$ cat config.mk
export PLATFORM = sky130hd
export DESIGN_NAME = seven_segment_serial_writer_unit
export DESIGN_NICKNAME = d
export VERILOG_FILES = /design/src/hw/rtl/ssw_pkg.sv /design/src/hw/rtl/ssw_frame_build.sv /design/src/hw/rtl/ssw_cell.sv /design/src/hw/rtl/seven_segment_serial_writer_unit.sv
export SDC_FILE = /design/constraint.sdc
export NUM_CORES = 1
export LEC_CHECK = 0
export BUFFER_PORTS_ARGS = -buffer_cell sky130_fd_sc_hd__buf_2
export CAP_MARGIN = 20
export CORE_UTILIZATION = 38
export CTS_BUF_LIST = sky130_fd_sc_hd__clkbuf_8
export CTS_CLUSTER_DIAMETER = 150
export DETAILED_ROUTE_END_ITERATION = 10
export SETUP_SLACK_MARGIN = 0.2
export SLEW_MARGIN = 10
export SYNTH_ARGS = -nofsm -noshare
export SYNTH_HDL_FRONTEND = slang
export SYNTH_SLANG_ARGS = --single-unit
$ cat constraint.sdc
create_clock -name clk_i -period 1.8 [get_ports clk_i]
set_input_delay 0.27 -clock clk_i [delete_from_list [all_inputs] [get_ports clk_i]]
set_output_delay 0.27 -clock clk_i [all_outputs]
set_load 0.02 [all_outputs]
$ cat src/hw/rtl/ssw_pkg.sv
// Package for the seven-segment serial writer: symbol types, commands and the digit table.
`default_nettype none
package ssw_pkg;

  localparam int unsigned NumCells = 58;

  localparam logic [7:0] DataCommand    = 8'd64;
  localparam logic [7:0] AddressCommand = 8'd192;
  localparam logic [7:0] ControlCommand = 8'd128;

  localparam int unsigned NumDigits = 4;

  typedef enum logic [1:0] {
    SymStart = 2'd0,
    SymBit   = 2'd1,
    SymAck   = 2'd2,
    SymStop  = 2'd3
  } sym_kind_e;

  typedef struct packed {
    logic      valid;
    sym_kind_e symbol;
    logic      bit_value;
    logic      last;
  } sym_t;

  typedef struct packed {
    logic load;
    logic shift;
  } cell_ctrl_t;

  function automatic logic [7:0] seg_lookup(input logic [3:0] code);
    logic [7:0] seg;
    case (code)
      4'd0:    seg = 8'h3F;
      4'd1:    seg = 8'h06;
      4'd2:    seg = 8'h5B;
      4'd3:    seg = 8'h4F;
      4'd4:    seg = 8'h66;
      4'd5:    seg = 8'h6D;
      4'd6:    seg = 8'h7D;
      4'd7:    seg = 8'h07;
      4'd8:    seg = 8'h7F;
      4'd9:    seg = 8'h6F;
      4'd11:   seg = 8'h08;
      default: seg = 8'h00;
    endcase
    return seg;
  endfunction

  function automatic sym_t mk_sym(input sym_kind_e kind, input logic val, input logic lst);
    sym_t s;
    s.valid     = 1'b1;
    s.symbol    = kind;
    s.bit_value = val;
    s.last      = lst;
    return s;
  endfunction

endpackage
`default_nettype wire

$ cat src/hw/rtl/ssw_frame_build.sv
// Builds the full symbol frame for one request, one entry per chain cell.
`default_nettype none
module ssw_frame_build (
  input  logic                          mode_i,
  input  logic [3:0]                    brightness_i,
  input  logic [ssw_pkg::NumDigits-1:0][3:0] digits_i,
  output ssw_pkg::sym_t [ssw_pkg::NumCells-1:0] frame_o
);
  import ssw_pkg::*;

  logic [7:0] ctrl_byte;
  logic [NumDigits-1:0][7:0] seg_bytes;

  assign ctrl_byte = ControlCommand | {4'd0, brightness_i};

  always_comb begin
    for (int k = 0; k < NumDigits; k++) begin
      seg_bytes[k] = seg_lookup(digits_i[k]);
    end
  end

  always_comb begin
    for (int c = 0; c < NumCells; c++) begin
      frame_o[c] = '0;
    end
    frame_o[0] = mk_sym(SymStart, 1'b1, 1'b0);
    if (!mode_i) begin
      for (int i = 0; i < 8; i++) begin
        frame_o[1 + i] = mk_sym(SymBit, ctrl_byte[i], 1'b0);
      end
      frame_o[9]  = mk_sym(SymAck, 1'b1, 1'b0);
      frame_o[10] = mk_sym(SymStop, 1'b1, 1'b1);
    end else begin
      for (int i = 0; i < 8; i++) begin
        frame_o[1 + i]  = mk_sym(SymBit, DataCommand[i], 1'b0);
        frame_o[12 + i] = mk_sym(SymBit, AddressCommand[i], 1'b0);
      end
      frame_o[9]  = mk_sym(SymAck, 1'b1, 1'b0);
      frame_o[10] = mk_sym(SymStop, 1'b1, 1'b0);
      frame_o[11] = mk_sym(SymStart, 1'b1, 1'b0);
      frame_o[20] = mk_sym(SymAck, 1'b1, 1'b0);
      for (int k = 0; k < NumDigits; k++) begin
        for (int i = 0; i < 8; i++) begin
          frame_o[21 + 9 * k + i] = mk_sym(SymBit, seg_bytes[k][i], 1'b0);
        end
        frame_o[29 + 9 * k] = mk_sym(SymAck, 1'b1, 1'b0);
      end
      frame_o[NumCells-1] = mk_sym(SymStop, 1'b1, 1'b1);
    end
  end

endmodule
`default_nettype wire

$ cat src/hw/rtl/ssw_cell.sv
// One symbol cell of the output shift chain.
`default_nettype none
module ssw_cell (
  input  logic                clk_i,
  input  logic                rst_ni,
  input  ssw_pkg::cell_ctrl_t ctrl_i,
  input  ssw_pkg::sym_t       load_i,
  input  ssw_pkg::sym_t       next_i,
  output ssw_pkg::sym_t       cell_o
);
  import ssw_pkg::*;

  sym_t cell_d, cell_q;

  always_comb begin
    cell_d = cell_q;
    if (ctrl_i.load) begin
      cell_d = load_i;
    end else if (ctrl_i.shift) begin
      cell_d = next_i;
    end
  end

  always_ff @(posedge clk_i or negedge rst_ni) begin
    if (!rst_ni) begin
      cell_q <= '0;
    end else begin
      cell_q <= cell_d;
    end
  end

  assign cell_o = cell_q;

endmodule
`default_nettype wire

$ cat src/hw/rtl/seven_segment_serial_writer_unit.sv
// Top level of the seven-segment serial writer: frame builder, cell chain, output register.
//
// Channel   Dir  tdata                                   tuser      tlast
// s_axis    in   brightness, digit_0..digit_3 (24 b)     mode       -
// m_axis    out  bit_value (8 b)                         symbol     last
//
// A request loads its whole frame at once into a 58-cell shift chain; while m_axis
// is not stalled, one symbol a cycle then moves to the output register: a control
// write is 11 symbols, a digit write 58. A new request is taken once the chain
// head is empty or its final symbol moves out, so frames follow with no gap.
// Reset clears the chain and the output register. A stall on m_axis freezes the chain.
`default_nettype none
module seven_segment_serial_writer_unit (
  input  logic        clk_i,
  input  logic        rst_ni,
  input  logic        s_axis_tvalid,
  output logic        s_axis_tready,
  input  logic [23:0] s_axis_tdata,  // [3:0] brightness, [7:4] digit_0, [11:8] digit_1,
                                     // [15:12] digit_2, [19:16] digit_3, [23:20] zero
  input  logic        s_axis_tuser,  // [0] mode
  output logic        m_axis_tvalid,
  input  logic        m_axis_tready,
  output logic [7:0]  m_axis_tdata,  // [0] bit_value, [7:1] zero
  output logic [1:0]  m_axis_tuser,  // [1:0] symbol
  output logic        m_axis_tlast   // last
);
  import ssw_pkg::*;

  sym_t [NumCells-1:0] frame;
  sym_t [NumCells-1:0] cells;
  sym_t [NumCells-1:0] nexts;
  sym_t                out_d, out_q;
  cell_ctrl_t          ctrl;
  logic [NumDigits-1:0][3:0] digits;
  logic                in_acc;
  logic                advance;

  assign digits        = s_axis_tdata[19:4];
  assign s_axis_tready = !cells[0].valid || (!cells[1].valid && advance);
  assign in_acc        = s_axis_tvalid && s_axis_tready;
  assign advance       = !out_q.valid || m_axis_tready;
  assign ctrl.load     = in_acc;
  assign ctrl.shift    = advance;

  ssw_frame_build u_frame (
    .mode_i       (s_axis_tuser),
    .brightness_i (s_axis_tdata[3:0]),
    .digits_i     (digits),
    .frame_o      (frame)
  );

  for (genvar c = 0; c < NumCells; c++) begin : g_chain
    if (c == NumCells - 1) begin : g_tail
      assign nexts[c] = '0;
    end else begin : g_body
      assign nexts[c] = cells[c+1];
    end
    ssw_cell u_cell (
      .clk_i  (clk_i),
      .rst_ni (rst_ni),
      .ctrl_i (ctrl),
      .load_i (frame[c]),
      .next_i (nexts[c]),
      .cell_o (cells[c])
    );
  end

  always_comb begin
    out_d = out_q;
    if (advance) begin
      out_d = cells[0];
    end
  end

  always_ff @(posedge clk_i or negedge rst_ni) begin
    if (!rst_ni) begin
      out_q <= '0;
    end else begin
      out_q <= out_d;
    end
  end

  assign m_axis_tvalid = out_q.valid;
  assign m_axis_tdata  = {7'd0, out_q.bit_value};
  assign m_axis_tuser  = out_q.symbol;
  assign m_axis_tlast  = out_q.last;

  a_last_is_stop: assert property (@(posedge clk_i) disable iff (!rst_ni)
    (m_axis_tvalid && m_axis_tlast) |-> (m_axis_tuser == SymStop))
    else $error("last symbol is not a stop");

  a_load_starts: assert property (@(posedge clk_i) disable iff (!rst_ni)
    in_acc |=> (cells[0].valid && cells[0].symbol == SymStart))
    else $error("loaded frame does not open with start");

  a_chain_packed: assert property (@(posedge clk_i) disable iff (!rst_ni)
    !cells[0].valid |-> !cells[1].valid)
    else $error("chain has a gap at its head");

  a_no_data_value: assert property (@(posedge clk_i) disable iff (!rst_ni)
    (m_axis_tvalid && m_axis_tuser != SymBit) |-> m_axis_tdata[0])
    else $error("non-data symbol with low line level");

endmodule
`default_nettype wire
# After elaboration in Yosys (flattened, before gate mapping)
# Memories as Yosys holds them, arrays and structs flattened.
# Cells that the tools add are included.
# Widths: inputs -> output; s select.
dict set report classes {
  mux 118
  reduce_logical 8
}
# cell count
set ops {}
lappend ops {{$mux 5} 116}
lappend ops {{$mux 235} 1}
lappend ops {{$mux 46} 1}
lappend ops {{$logic_not 1->1} 3}
lappend ops {{$logic_and 1x1->1} 2}
lappend ops {{$logic_or 1x1->1} 2}
lappend ops {{$reduce_bool 2->1} 1}
dict set report word_totals {
  ff_bits 295
  inputBits 29
  mem_count 4
  elab_cells 366
  rom_bits 448
  out_inout_bits 13
}
# memory depth width rd rd_clocked_by_memory_dff write_ports line
set memory_table {}
lappend memory_table {{(no name shown)} 16 7 1 0 0 ssw_pkg.sv:34} ;# case (code)
lappend memory_table {{(no name shown)} 16 7 1 0 0 ssw_pkg.sv:34}
lappend memory_table {{(no name shown)} 16 7 1 0 0 ssw_pkg.sv:34}
lappend memory_table {{(no name shown)} 16 7 1 0 0 ssw_pkg.sv:34}

# Longest topological paths before layout
dict set report logic_depth {
  ltp_word 6
  mapped_depth 7
  mapped_depth_nobuf 6
}

# Cells and area by module
# From an unflattened synthesis, not the netlist that was laid out.
dict set report hier_totals {
  cells_unflattened 1698
  area_unflattened_um2 16827.4
}
# module seq_area_each_um2 instances area_each_um2 cells_each
set modules_own_cells {}
lappend modules_own_cells {ssw_cell 125.1 58 235.2 22}
lappend modules_own_cells {ssw_frame_build 0.0 1 2897.8 398}
lappend modules_own_cells {seven_segment_serial_writer_unit 125.1 1 286.5 24}

# Worst setup path before layout
# Ideal clock, no wire load.
dict set report synth_path {
  path_type {register to output}
  start {register out_q, in the netlist m_axis_tvalid}
  end {output port s_axis_tready}
  slack_ns -0.101
  n_path_buf 3
  stages_incl_launch_ff 6
  arrival_ns 1.631
  required_ns 1.530
  cell_sequence {dfrtp_1 > and2b_1 > buf_2 > buf_2 > buf_2 > o21ai_0}
}
dict set report synth_via {
  elab_chain_cells 4
}
# item line
set synth_lines {}
lappend synth_lines {{start: declaration} seven_segment_serial_writer_unit.sv:32} ;# sym_t out_d, out_q;
lappend synth_lines {{start signal: assignment} seven_segment_serial_writer_unit.sv:79} ;# out_q <= out_d;
lappend synth_lines {{$logic_not 1->1} seven_segment_serial_writer_unit.sv:41} ;# assign advance = !out_q.valid || m_axis_tready;
lappend synth_lines {{$logic_or 1x1->1} seven_segment_serial_writer_unit.sv:41}
lappend synth_lines {{$logic_and 1x1->1} seven_segment_serial_writer_unit.sv:39} ;# assign s_axis_tready = !cells[0].valid || (!cells[1].valid && advance);
lappend synth_lines {{$logic_or 1x1->1} seven_segment_serial_writer_unit.sv:39}
lappend synth_lines {{end: declaration} seven_segment_serial_writer_unit.sv:17} ;# output logic s_axis_tready,
# No other way between the ends.

# Worst setup path after layout
# Same ends and word-level chain as after synthesis.

==> insert_results.sql <==
INSERT INTO impl_metrics (metric_group, metric, value, unit) VALUES
('status', 'outcome', 'finished clean', ''),
('clock_network', 'clock_latency_late_sink', '0.55', 'ns'),
('clock_network', 'root_buffer', 'clkbuf_8', ''),
('cells_and_area', 'finalInstanceArea', '14900', 'um^2'),
('synth', 'synthFlopType', 'dfrtp_1', ''),
('worst_setup_path', 'crit_path_cell_trace', 'and2b_4, o21ai_4, buf_6', ''),
('floorplan', 'die_area', '34400', 'um^2'),
('place', 'detailed_place.area', '13600', 'um^2'),
('place', 'place.port_buffers', '30', ''),
('timing', 'skew', '0.0152', 'ns'),
('timing', 'worst_slack', '0.0983', 'ns'),
('place', 'place_hpwl', '14.8', 'mm'),
('route', 'detail_route.wirelength', '27.4', 'mm'),
('synth', 'async_reset_ff_frac', '1.00', ''),
('grt', 'grt.total_usage', '0.158', ''),
('cells_and_area', 'insertedDiodeCount', '0', ''),
('synth', 'synthesis.yosys.warnings', '0', ''),
('route', 'antenna_left', '0', ''),
('worst_setup_path', 'timing.critical_path.slowest_stage_cell', 'dfrtp_2', ''),
('timing', 'max_freq', '588', 'MHz'),
('clock_network', 'cts_sinks', '287', ''),
('clock_network', 'cts_made_buffers', '48', ''),
('synth', 'syn_area_per_cell', '9.32', 'um^2'),
('clock_network', 'clk_pin_slew', '0.05', 'ns'),
('synth', 'syn_area', '12800', 'um^2'),
('route', 'remaining_drc_errors', '0', ''),
('worst_setup_path', 'arrival', '1.43', 'ns'),
('worst_setup_path', 'path_depth', '3', ''),
('timing', 'maxSlewHeadroom', '0.618', ''),
('route', 'route.detailed.vias_per_inst', '5.03', ''),
('worst_setup_path', 'startpoint_type', 'register', ''),
('floorplan', 'dieWidth', '186', 'um'),
('place', 'gp_congestion', '0.705', ''),
('cells_and_area', 'layout_commonest_cell', 'nand2_1', ''),
('clock_network', 'cts_max_path_buffers', '3', ''),
('route', 'avgRoutedWirePerCell', '14.5', 'um'),
('floorplan', 'core.rowCount', '66', ''),
('synth', 'yosysSeqAreaShare', '0.561', ''),
('cells_and_area', 'layout_common_cells', 'nand2_1 (530), dfrtp_1 (286), a31oi_1 (109), a21oi_2 (90)', ''),
('worst_setup_path', 'timing.reg2reg.worst_path_depth', '8', ''),
('worst_hold_path', 'timing.hold.worst_path_depth', '3', ''),
('synth', 'synth.largest_area_cell', 'dfrtp_1', ''),
('timing', 'rsz_0062_raised_after_global_routing', 'yes', ''),
('synth', 'post_synthesis_cell_type_count', '39', ''),
('grt', 'maximum_number_of_pins_on_one_net_before_global_route_repair', '84', ''),
('pwr', 'leakage', '0.00662', 'uW'),
('clock_network', 'ctsHtreeMaxLevel', '2', ''),
('synth', 'synth_top_area_share', '0.561', ''),
('grt', 'initial_antenna_violation_count', '0', ''),
('grt', 'overflow', '0', ''),
('worst_setup_path', 'worst-path-max-fanout', '2', ''),
('worst_setup_path', 'worst-setup-path-type', 'register to output pin', ''),
('timing', 'tns', '0', 'ns'),
('grt', 'number_of_global_route_vias_before_repair', '9420', ''),
('synth', 'synth_edf_count', '0', ''),
('floorplan', 'design.core.area', '32900', 'um^2'),
('synth', 'synthesis.instances', '1374', ''),
('timing', 'slew_violations', '0', ''),
('timing', 'hold_viol', '0', ''),
('cells_and_area', 'layout-area-overhead-vs-synth', '16.6', '%'),
('worst_setup_path', 'timing.critical_path.buf_inv', '1', ''),
('floorplan', 'start_util', '0.390', ''),
('floorplan', 'i_o_pin_cnt', '42', ''),
('worst_setup_path', 'cp.required', '1.53', 'ns'),
('timing', 'finalSetupViolCount', '0', ''),
('timing', 'timing.final.crit_share', '0.945', ''),
('clock_network', 'cts_tree', 'yes', ''),
('cells_and_area', 'final_layout_size_suffix_gt1_frac', '0.191', ''),
('cells_and_area', 'nets', '1465', ''),
('pwr', 'power.density_cell_area', '1350', 'nW/um^2'),
('grt', 'first_pass_grt_wire_length', '45.4', 'mm');
==> kinds of logic (layout without fill, tap and decap cells) <==
family                     Yosys count  after routing  synth area share
and+or+nand+nor                    592            592             0.181
adders and majority gates           20             20            0.0195
muxes                                9              9           0.00742
AOI/OAI and AO/OA                  325            325             0.174
xor gates and xnor gates             1              1          0.000684
buffers and inverters              139            206            0.0564
other                                1              7          0.000293
DFF                                287            287             0.561
==> power by group <==
group          total, uW  internal [uW]  switching [uW]
clock               5520           3010            2510
sequential          9820           8660            1170
combinational       4830           2110            2720
total              20200          13800            6400
==> worst paths after layout <==
| check | start | endpoint | slack (ns) |
|---|---|---|---|
| max in group asynchronous | rst_ni | g_chain[50].u_cell.cell_o[2] | 0.87 |
| worst max register to register | m_axis_tvalid | g_chain[54].u_cell.cell_o[1] | 0.19 |
| worst min register to register | m_axis_tuser[0] | m_axis_tuser[0] | 0.46 |
| worst max-delay path | m_axis_tvalid | s_axis_tready | 0.1 |
| worst min-delay path | s_axis_tdata[3] | g_chain[4].u_cell.cell_o[1] | 0.02 |
| min in group asynchronous | rst_ni | g_chain[39].u_cell.cell_o[3] | 0.28 |
==> layer usage <==
metal,wire length [um],global-route usage,up-vias
met3,924,0.0284,41
li1,-,-,4663
met4,414,0.0400,0
met5,0,0,-
met1,13300,0.216,4690
met2,12700,0.259,116
==> through the flow <==
stage / hold WS, ns / total power, uW / cells / util
after floorplan: -0.0256 / 13100 / 1380 / -
after global placement: 0.289 / 14300 / 1784 / 0.415
after detailed placement: 0.287 / 14500 / 1784 / 0.415
after CTS: 0.00257 / 20200 / 1872 / 0.445
after global routing: 0.0178 / 21600 / 1889 / 0.454
final: 0.0242 / 20200 / 1889 / 0.454
==> tightest hold or removal path, delay by kind of cell <==
kind | cells | cell delay (ns)
AOI/OAI and AO/OA | 2 | 0.18
buffers and inverters | 1 | 0.08
==> area by class of cell <==
cell class	instances	area [um^2]
inverter	17	63.8
sequential	287	7180
tap	442	553
clock buffer	61	840
timing repair buffer	108	1230
multi-input combinational	954	4970
clock inverter	20	82.6
fill	3201	17900
==> cell usage after synthesis, types with 4 or more instances <==
cell      count
o32ai_1      10
nand2_1     530
mux2i_1       5
inv_1        17
nor2_1       16
mux2_2        4
a21oi_2      91
buf_2        61
buf_4         9
o311ai_0      4
dfrtp_1     287
a31oi_1     109
o22ai_1      21
a22oi_1       4
nand3_1      26
a21oi_1      61
clkbuf_1     37
o21ai_0      17
nand2b_1      9
buf_6        12
ha_1         20
==> flip-flops by register name (all words and copies together) (netlist names) <==
| signal | flops |
|---|---|
| g_chain.u_cell.cell_o | 282 |
| m_axis_tdata | 1 |
| m_axis_tlast | 1 |
| m_axis_tuser | 2 |
| m_axis_tvalid | 1 |
==> repair_timing <==
action	in CTS	in global routing
pin swaps	2	2
hold buffers	3	0
setup endpoints to repair	2	183
hold endpoints to repair	56	0
buffers inserted	4	10
gates resized for setup	2	17
gates cloned	0	7
Note: power is estimated with default switching activity, not from simulation.
